$ cat src/hw/rtl/iou_pkg.sv
// Types, constants and codes shared by the track table files.
package iou_pkg;

  localparam int MAX_TRACKS_DEF = 16;

  localparam int CoordW = 12;
  localparam int LifeW  = 4;
  localparam int IdW    = 32;
  localparam int CfgW   = 4;
  localparam int CfgIdxW = 2;

  // Configuration register indexes.
  localparam logic [CfgIdxW-1:0] REG_MATCH_TENTHS = 2'd0;
  localparam logic [CfgIdxW-1:0] REG_BIRTH_LIFE   = 2'd1;
  localparam logic [CfgIdxW-1:0] REG_REFRESH_LIFE = 2'd2;

  localparam logic [CfgW-1:0] MATCH_TENTHS_RST = 4'd3;
  localparam logic [CfgW-1:0] BIRTH_LIFE_RST   = 4'd10;
  localparam logic [CfgW-1:0] REFRESH_LIFE_RST = 4'd5;

  // Input commands.
  localparam logic CMD_DETECT    = 1'b0;
  localparam logic CMD_FRAME_END = 1'b1;

  // Result kinds.
  localparam logic [1:0] KIND_ACK   = 2'd0;
  localparam logic [1:0] KIND_TRACK = 2'd1;
  localparam logic [1:0] KIND_EMPTY = 2'd2;

  // Cell operations.
  localparam logic [2:0] OP_HOLD    = 3'd0;
  localparam logic [2:0] OP_RESOLVE = 3'd1;
  localparam logic [2:0] OP_AGE     = 3'd2;
  localparam logic [2:0] OP_SQUEEZE = 3'd3;
  localparam logic [2:0] OP_ROTATE  = 3'd4;

  typedef struct packed {
    logic [CoordW-1:0] x;
    logic [CoordW-1:0] y;
    logic [CoordW-1:0] w;
    logic [CoordW-1:0] h;
  } box_t;

  typedef struct packed {
    logic             valid;
    logic [IdW-1:0]   id;
    box_t             box;
    logic [LifeW-1:0] life;
    logic             hit;
  } slot_t;

  // Broadcast from the sequencer to every cell.
  typedef struct packed {
    logic [2:0]       op;
    box_t             det;
    logic             any_found;
    logic [IdW-1:0]   new_id;
    logic [CfgW-1:0]  birth_life;
    logic [CfgW-1:0]  refresh_life;
    logic [CfgW-1:0]  match_tenths;
  } cell_ctl_t;

endpackage

$ cat src/hw/rtl/iou_cell.sv
// One track slot with its own overlap test pipeline and neighbor links.
module iou_cell (
  input  logic               clk,
  input  logic               rst,
  input  iou_pkg::cell_ctl_t ctl,
  input  iou_pkg::slot_t     next_slot,
  input  iou_pkg::slot_t     head_slot,
  input  logic               found_in,
  input  logic               prev_valid,
  input  logic               dead_in,
  output iou_pkg::slot_t     slot,
  output logic               match,
  output logic               found_out,
  output logic               dead_out
);

  logic [iou_pkg::CoordW:0]   ax_end, bx_end, ay_end, by_end;
  logic [iou_pkg::CoordW-1:0] x1, y1;
  logic [iou_pkg::CoordW:0]   x2, y2;
  logic [iou_pkg::CoordW-1:0] ix, iy, ix_next, iy_next;
  logic [2*iou_pkg::CoordW-1:0] inter, area_s, area_d;
  logic [2*iou_pkg::CoordW:0]   uni;
  logic [2*iou_pkg::CoordW+3:0] lhs;
  logic [2*iou_pkg::CoordW+4:0] rhs;
  logic take_match, take_new;

  always_comb begin
    ax_end = {1'b0, slot.box.x} + {1'b0, slot.box.w};
    ay_end = {1'b0, slot.box.y} + {1'b0, slot.box.h};
    bx_end = {1'b0, ctl.det.x} + {1'b0, ctl.det.w};
    by_end = {1'b0, ctl.det.y} + {1'b0, ctl.det.h};
    x1 = (slot.box.x > ctl.det.x) ? slot.box.x : ctl.det.x;
    y1 = (slot.box.y > ctl.det.y) ? slot.box.y : ctl.det.y;
    x2 = (ax_end < bx_end) ? ax_end : bx_end;
    y2 = (ay_end < by_end) ? ay_end : by_end;
    ix_next = (x2 > {1'b0, x1}) ? iou_pkg::CoordW'(x2 - {1'b0, x1}) : '0;
    iy_next = (y2 > {1'b0, y1}) ? iou_pkg::CoordW'(y2 - {1'b0, y1}) : '0;
    uni = {1'b0, area_s} + {1'b0, area_d} - {1'b0, inter};
    lhs = ($bits(lhs))'(inter) * ($bits(lhs))'(10);
    rhs = ($bits(rhs))'(ctl.match_tenths) * ($bits(rhs))'(uni);
  end

  // Overlap test, three register stages; the sequencer waits them out.
  always_ff @(posedge clk) begin
    ix     <= ix_next;
    iy     <= iy_next;
    inter  <= ix * iy;
    area_s <= slot.box.w * slot.box.h;
    area_d <= ctl.det.w * ctl.det.h;
    match  <= ({1'b0, lhs} > rhs);
  end

  assign found_out  = found_in | (slot.valid & match);
  assign dead_out   = dead_in | (slot.valid & (slot.life == '0));
  assign take_match = slot.valid & match & ~found_in;
  assign take_new   = ~slot.valid & prev_valid & ~ctl.any_found;

  always_ff @(posedge clk) begin
    if (rst) begin
      slot <= '0;
    end else begin
      case (ctl.op)
        iou_pkg::OP_RESOLVE: begin
          if (take_match) begin
            slot.box <= ctl.det;
            slot.hit <= 1'b1;
          end else if (take_new) begin
            slot.valid <= 1'b1;
            slot.id    <= ctl.new_id;
            slot.box   <= ctl.det;
            slot.life  <= ctl.birth_life;
            slot.hit   <= 1'b0;
          end
        end
        iou_pkg::OP_AGE: begin
          if (slot.valid) begin
            if (slot.hit) begin
              slot.life <= ctl.refresh_life;
            end else if (slot.life != '0) begin
              slot.life <= slot.life - 1'b1;
            end
          end
          slot.hit <= 1'b0;
        end
        iou_pkg::OP_SQUEEZE: begin
          if (dead_out) begin
            slot <= next_slot;
          end
        end
        iou_pkg::OP_ROTATE: begin
          if (slot.valid) begin
            slot <= next_slot.valid ? next_slot : head_slot;
          end
        end
        default: begin
        end
      endcase
    end
  end

endmodule

$ cat config.mk
export PLATFORM = sky130hd
export DESIGN_NAME = iou_cell
export DESIGN_NICKNAME = d
export VERILOG_FILES = /design/src/hw/rtl/iou_pkg.sv /design/src/hw/rtl/iou_cell.sv
export SDC_FILE = /design/constraint.sdc
export NUM_CORES = 2
export LEC_CHECK = 0
export ABC_CLOCK_PERIOD_IN_PS = 7700
export BUFFER_PORTS_ARGS = -buffer_cell sky130_fd_sc_hd__clkbuf_2
export CELL_PAD_IN_SITES_DETAIL_PLACEMENT = 1
export CELL_PAD_IN_SITES_GLOBAL_PLACEMENT = 2
export CORE_MARGIN = 5
export CORE_UTILIZATION = 37
export CTS_CLUSTER_DIAMETER = 150
export DETAILED_ROUTE_END_ITERATION = 8
export PLACE_DENSITY_LB_ADDON = 0.1
export SYNTH_ARGS = -nofsm -noshare
export SYNTH_HDL_FRONTEND = slang
export SYNTH_SLANG_ARGS = --single-unit
export TNS_END_PERCENT = 20
$ cat constraint.sdc
create_clock -name clk -period 7.7 [get_ports clk]
set_input_delay 0.77 -clock clk [delete_from_list [all_inputs] [get_ports clk]]
set_output_delay 0.77 -clock clk [all_outputs]
set_load 0.01 [all_outputs]
# Word level (Yosys, flattened, before mapping)
# Index checks and enable logic that the tools add are counted.
# word_totals
regBits	183
output_inout_bits	89
elab_cells	82
# op_classes
muxes	17
order_cmp	7
reduce_logical	9
bitwise	10
addsub	9
mul	5
n_eq_ne	11
# op_table
op	count
$mux W86	4
$pmux W81 S3	1
$mul A12 B12 Y24	3
$add A12 B12 Y13	4
$mux W48	1
$mux W33	1
$gt A28 B29 Y1	1
$mul A4 B25 Y29	1
$mul A24 B3 Y27 const B	1
$gt A13 B12 Y1	2
$lt A13 B13 Y1	2
$mux W13	2
$add A24 B24 Y25	1
$sub A25 B24 Y25	1
$gt A12 B12 Y1	2
$mux W12	2
$sub A12 B12 Y12	2
$pmux W5 S4	1
$mux W4	4
$reduce_and A4 Y1	3
$ne A2 B2 Y1 const B	5
$reduce_bool A4 Y1	2
$reduce_and A7 Y1	1
$eq A3 B2 Y1 const B	2
other kinds (11)	19

# Logic depth before layout (Yosys ltp)
# logic_depth
ltp_word	6
ltp_mapped	38
depth_no_buf	38

# Least setup slack after synthesis
# OpenSTA, ideal clock, no wires.
# synth_path
path_kind	flip-flop to flip-flop
startpoint	register inter[5] (netlist name)
endpoint	register match
required_ns	7.638
stages_incl_launch_ff	35
arrival_time_ns	6.839
setup_ns	0.062
path_slack_ns	0.799
n_path_buf	0
synth_period_minus_slack_ns	6.901
cell_sequence	dfxtp_1 fa_1 inv_1 ha_1 or2_1 a21oi_1 a21oi_2 a21oi_1 o21bai_1 a21o_1 a21oi_1 xnor2_1 and2_1 fa_1 inv_1 fa_1 inv_1 ha_1 a21oi_1 a21oi_1 a211oi_1 o31ai_1 o21ai_2 a21oi_1 a211o_1 o31ai_2 xor2_1 ha_1 nand3_1 o21ai_0 o21ai_0 a31oi_1 nand3_1 a2111o_1 nand3_1
# synth_via
elab_chain_len	3
elab_cells_between_ends	4
# synth_rtl
element	line_no	text
start, declared	iou_cell.sv:21	logic [2*iou_pkg::CoordW-1:0] inter, area_s, area_d;
start signal, assigned	iou_cell.sv:47	inter <= ix * iy;
$sub A25 B24 Y25	iou_cell.sv:38	uni = {1'b0, area_s} + {1'b0, area_d} - {1'b0, inter};
$mul A4 B25 Y29	iou_cell.sv:40	rhs = ($bits(rhs))'(ctl.match_tenths) * ($bits(rhs))'(uni);
$gt A28 B29 Y1 *	iou_cell.sv:50	match <= ({1'b0, lhs} > rhs);
end signal, assigned	iou_cell.sv:50	
end, declared	iou_cell.sv:12	output logic match,
# Mark *: on every way between the ends. The rest lies on a longest branch, timed or not.
# A chain may end at the register's enable or synchronous reset.

# Final worst setup path
# layout_path
startpoint	register inter[0] (netlist name)
endpoint	register match
# Same word-level chain as after synthesis.

==> run metrics <==
outcome finished with violations; violated checks design-rule violations; Hold Crit Start slot[81]$_SDFFE_PP0P_; Detailed Routing Iterations Pass 1 9; Largest stage delay, worst path roughly 520 ps; length in cells of the worst reg-to-reg path 37; number of input and output port buffers inserted about 360; via count of the first global-routing pass roughly 29000; wire length of the first global-routing pass between 150 and 200 mm; final clock period utilization by the worst path 0.944; antenna-violating nets left 0; clock buffer depth 2; cell with the biggest individual delay on the critical path sky130_fd_sc_hd__fa_1; routability congestion estimate from global placement slightly below 0.9; post-synthesis average cell area roughly 8.5 um^2; Total Nets Final a little over 5000; number of cell rows around 110; path category of the worst min-delay check reg2reg; slack of the worst reg-to-reg path between 400 and 500 ps; antenna violations before repair 1; most area-consuming cells after synthesis sky130_fd_sc_hd__fa_1 24%, sky130_fd_sc_hd__ha_1 17%, sky130_fd_sc_hd__dfxtp_1 12%; Arrival @ worst endpoint between 7000 and 8000 ps; Fmax achieved roughly 0.14 GHz; post-synthesis sequential element count 183; Top-Level Pins between 300 and 400; number of levels the H-tree was split into 4; non-filler cells, final 5126; Routed wire per std cell 21.4 um; residual DRC count 1; latest clock arrival within the worst-skew pair approximately 500 ps; Total Die Area just over 0.09 mm^2; syn_nets about 4800; relative max-transition margin 0.297; worst reg2reg startpoint inter[0]$_DFF_P_; total overflow reported by the global router 0; cell type with the highest aggregate area in the netlist sky130_fd_sc_hd__fa_1; fin. max-slew vios 0; ANT cells 0; Die Y 301 um; placeable core region 0.0837 mm^2; total via count after detailed routing around 27000; dominant register cell in the synthesized netlist sky130_fd_sc_hd__dfxtp_1; effective utilization at floorplan 0.374; pin count of the biggest net entering global routing just under 90; post-synthesis sequential area ratio 0.117; Hold Vio Cnt, Final 0; Total GRT Usage 0.244; number of buffers added by the clock tree synthesis step 17; Hold Crit Depth 2; horizontal die dimension between 300 and 400 um; Netlist Area Pre-Place around 0.031 mm^2; top post-synthesis cells by count 611 x sky130_fd_sc_hd__inv_1, 436 x sky130_fd_sc_hd__ha_1, 381 x sky130_fd_sc_hd__nand2_1; kind of launch point of the worst setup path register; clock sink count around 180; peak fanout along the critical path 4; Setup WS pre-CTS -49.3 ps; number of standard cells after synthesis ~3700; number of endpoints failing setup at the final stage 0; clock tree from TritonCTS yes; aggregate routed wire length 110 mm; estimated wirelength of the detail-placed design around 93 mm; setup slack of the critical path after layout 432 ps; Worst Max-Slew Pin Slew ~1100 ps; R2R Path End match$_DFF_P_; number of enable flip-flop cells after synthesis 0; Placed Cells around 5100; top cell type's share of synthesized area 0.241; synth-to-layout area growth 12.1%; reported max-cap violation count 0; WP data required 8080 ps; WS Path Type reg2reg; Final Critical Period slightly above 7000 ps; quantity of hold-fixing buffers added after cts 0; standard cell area after detailed placement 0.0343 mm^2; clock tree root driver cell sky130_fd_sc_hd__clkbuf_16; setup clock skew after layout about 16 ps; most numerous cell in the Yosys netlist sky130_fd_sc_hd__inv_1; design area between 0.03 and 0.04 mm^2; proportion of layout cells with a drive suffix above 1 0.127; Worst Hold Slack roughly 500 ps; clock transition at the registers of the reported paths about 80 ps; fraction of synthesis flops using an asynchronous set or reset pin 0; terminating pin of the worst hold path slot[81]$_SDFFE_PP0P_; Warnings, synthesis 0; average vias per placed instance 5.18; Synth cell types 83; number of design-rule violations left by the first detailed-router iteration 1209; Worst Setup End Kind register
==> worst max-delay path: cells and delay by family, from the launching register on <==
| family | cells | cell delay (ps) |
|---|---|---|
| compound gates | 20 | 3020 |
| fa+ha+maj | 7 | 2560 |
| simple gates | 4 | 670 |
| buf+inv | 5 | 410 |
| flops | 1 | 340 |
| xor+xnor | 1 | 160 |
==> what timing repair did <==
action	in CTS	in global routing
pin swaps	0	11
setup endpoints to repair	1	1
buffers inserted	0	2
gates resized for setup	2	24
==> state kept, by name, indices dropped and copies added (netlist names) <==
| register | count |
|---|---|
| slot | 86 |
| area_d | 24 |
| area_s | 24 |
| inter | 24 |
| ix | 12 |
| iy | 12 |
| match | 1 |
==> final cells by class <==
cell class / count / area, um^2
fillers: 10100 / 48600
multi-input cells: 2754 / 24900
flip-flops and latches: 183 / 3660
inverters: 611 / 2290
repair buffers: 412 / 2190
well taps: 1134 / 1420
clock buffers: 17 / 425
clock inverters: 15 / 134
==> cells in the final DEF, fill, tap and decap left out, types with 5 or more instances in the layout <==
cell / instances
sky130_fd_sc_hd__a211oi_1: 99
sky130_fd_sc_hd__o211ai_1: 10
sky130_fd_sc_hd__o21ai_0: 37
sky130_fd_sc_hd__fa_1: 377
sky130_fd_sc_hd__nand2_1: 379
sky130_fd_sc_hd__o21a_1: 29
sky130_fd_sc_hd__nand3_1: 38
sky130_fd_sc_hd__ha_1: 431
sky130_fd_sc_hd__or3_1: 16
sky130_fd_sc_hd__inv_8: 5
sky130_fd_sc_hd__and3_1: 14
sky130_fd_sc_hd__o31ai_1: 8
sky130_fd_sc_hd__a31oi_1: 12
sky130_fd_sc_hd__a21oi_1: 139
sky130_fd_sc_hd__buf_4: 52
sky130_fd_sc_hd__o21bai_1: 22
sky130_fd_sc_hd__nor2_1: 218
sky130_fd_sc_hd__clkbuf_16: 17
sky130_fd_sc_hd__xor2_1: 54
sky130_fd_sc_hd__xnor2_1: 116
sky130_fd_sc_hd__or2_2: 9
sky130_fd_sc_hd__a222oi_1: 82
sky130_fd_sc_hd__nand2b_1: 28
sky130_fd_sc_hd__a21o_1: 71
sky130_fd_sc_hd__o41ai_1: 5
sky130_fd_sc_hd__a211o_1: 6
sky130_fd_sc_hd__clkbuf_2: 360
sky130_fd_sc_hd__dfxtp_1: 183
sky130_fd_sc_hd__nor3_1: 53
sky130_fd_sc_hd__o22ai_1: 7
sky130_fd_sc_hd__inv_1: 611
sky130_fd_sc_hd__nand4_1: 25
sky130_fd_sc_hd__and2_1: 238
sky130_fd_sc_hd__mux2i_1: 39
sky130_fd_sc_hd__o21ai_1: 49
sky130_fd_sc_hd__nor2b_1: 31
sky130_fd_sc_hd__a21oi_2: 9
==> through the flow <==
| stage | utilization | setup TNS, ps |
|---|---|---|
| 2_1_floorplan | - | 0 |
| 3_3_place_gp | 0.410 | 0 |
| 3_5_place_dp | 0.410 | -49.3 |
| 4_1_cts | 0.417 | 0 |
| 5_1_grt | 0.419 | -2.24 |
| 6_report | 0.419 | 0 |
==> how the worst max path moves through the flow <==
| stage | from | slack, ps | endpoint |
|---|---|---|---|
| finish | inter[0]$_DFF_P_ | 430 | match$_DFF_P_ |
| global route | inter[5]$_DFF_P_ | -2 | match$_DFF_P_ |
| floorplan | inter[5]$_DFF_P_ | 800 | match$_DFF_P_ |
| CTS | inter[1]$_DFF_P_ | 80 | match$_DFF_P_ |
| detailed placement | inter[1]$_DFF_P_ | -50 | match$_DFF_P_ |
| global placement | inter[1]$_DFF_P_ | 90 | match$_DFF_P_ |
==> logic make-up (layout without fill, tap and decap cells) <==
kind of cell	count (synthesis)	after routing	synth area share
AO/OA/AOI/OAI	639	639	0.146
XOR/XNOR	171	171	0.0479
adder cells (fa/ha/maj)	813	813	0.416
buffers and inverters	754	1055	0.0914
flip-flops	183	183	0.117
multiplexers	45	45	0.0146
AND/OR/NAND/NOR	1086	1086	0.168
==> per-layer routing <==
metal  vias up  share of wire  track usage
met1     13200           0.44        0.316
met5         -              0            0
met2       447           0.49        0.432
met4         0          0.027       0.0655
li1      12800              -            -
met3        72          0.034       0.0307
Power is not shown: default switching activity piles up to over one toggle a cycle in this logic, so the estimate is an artifact.
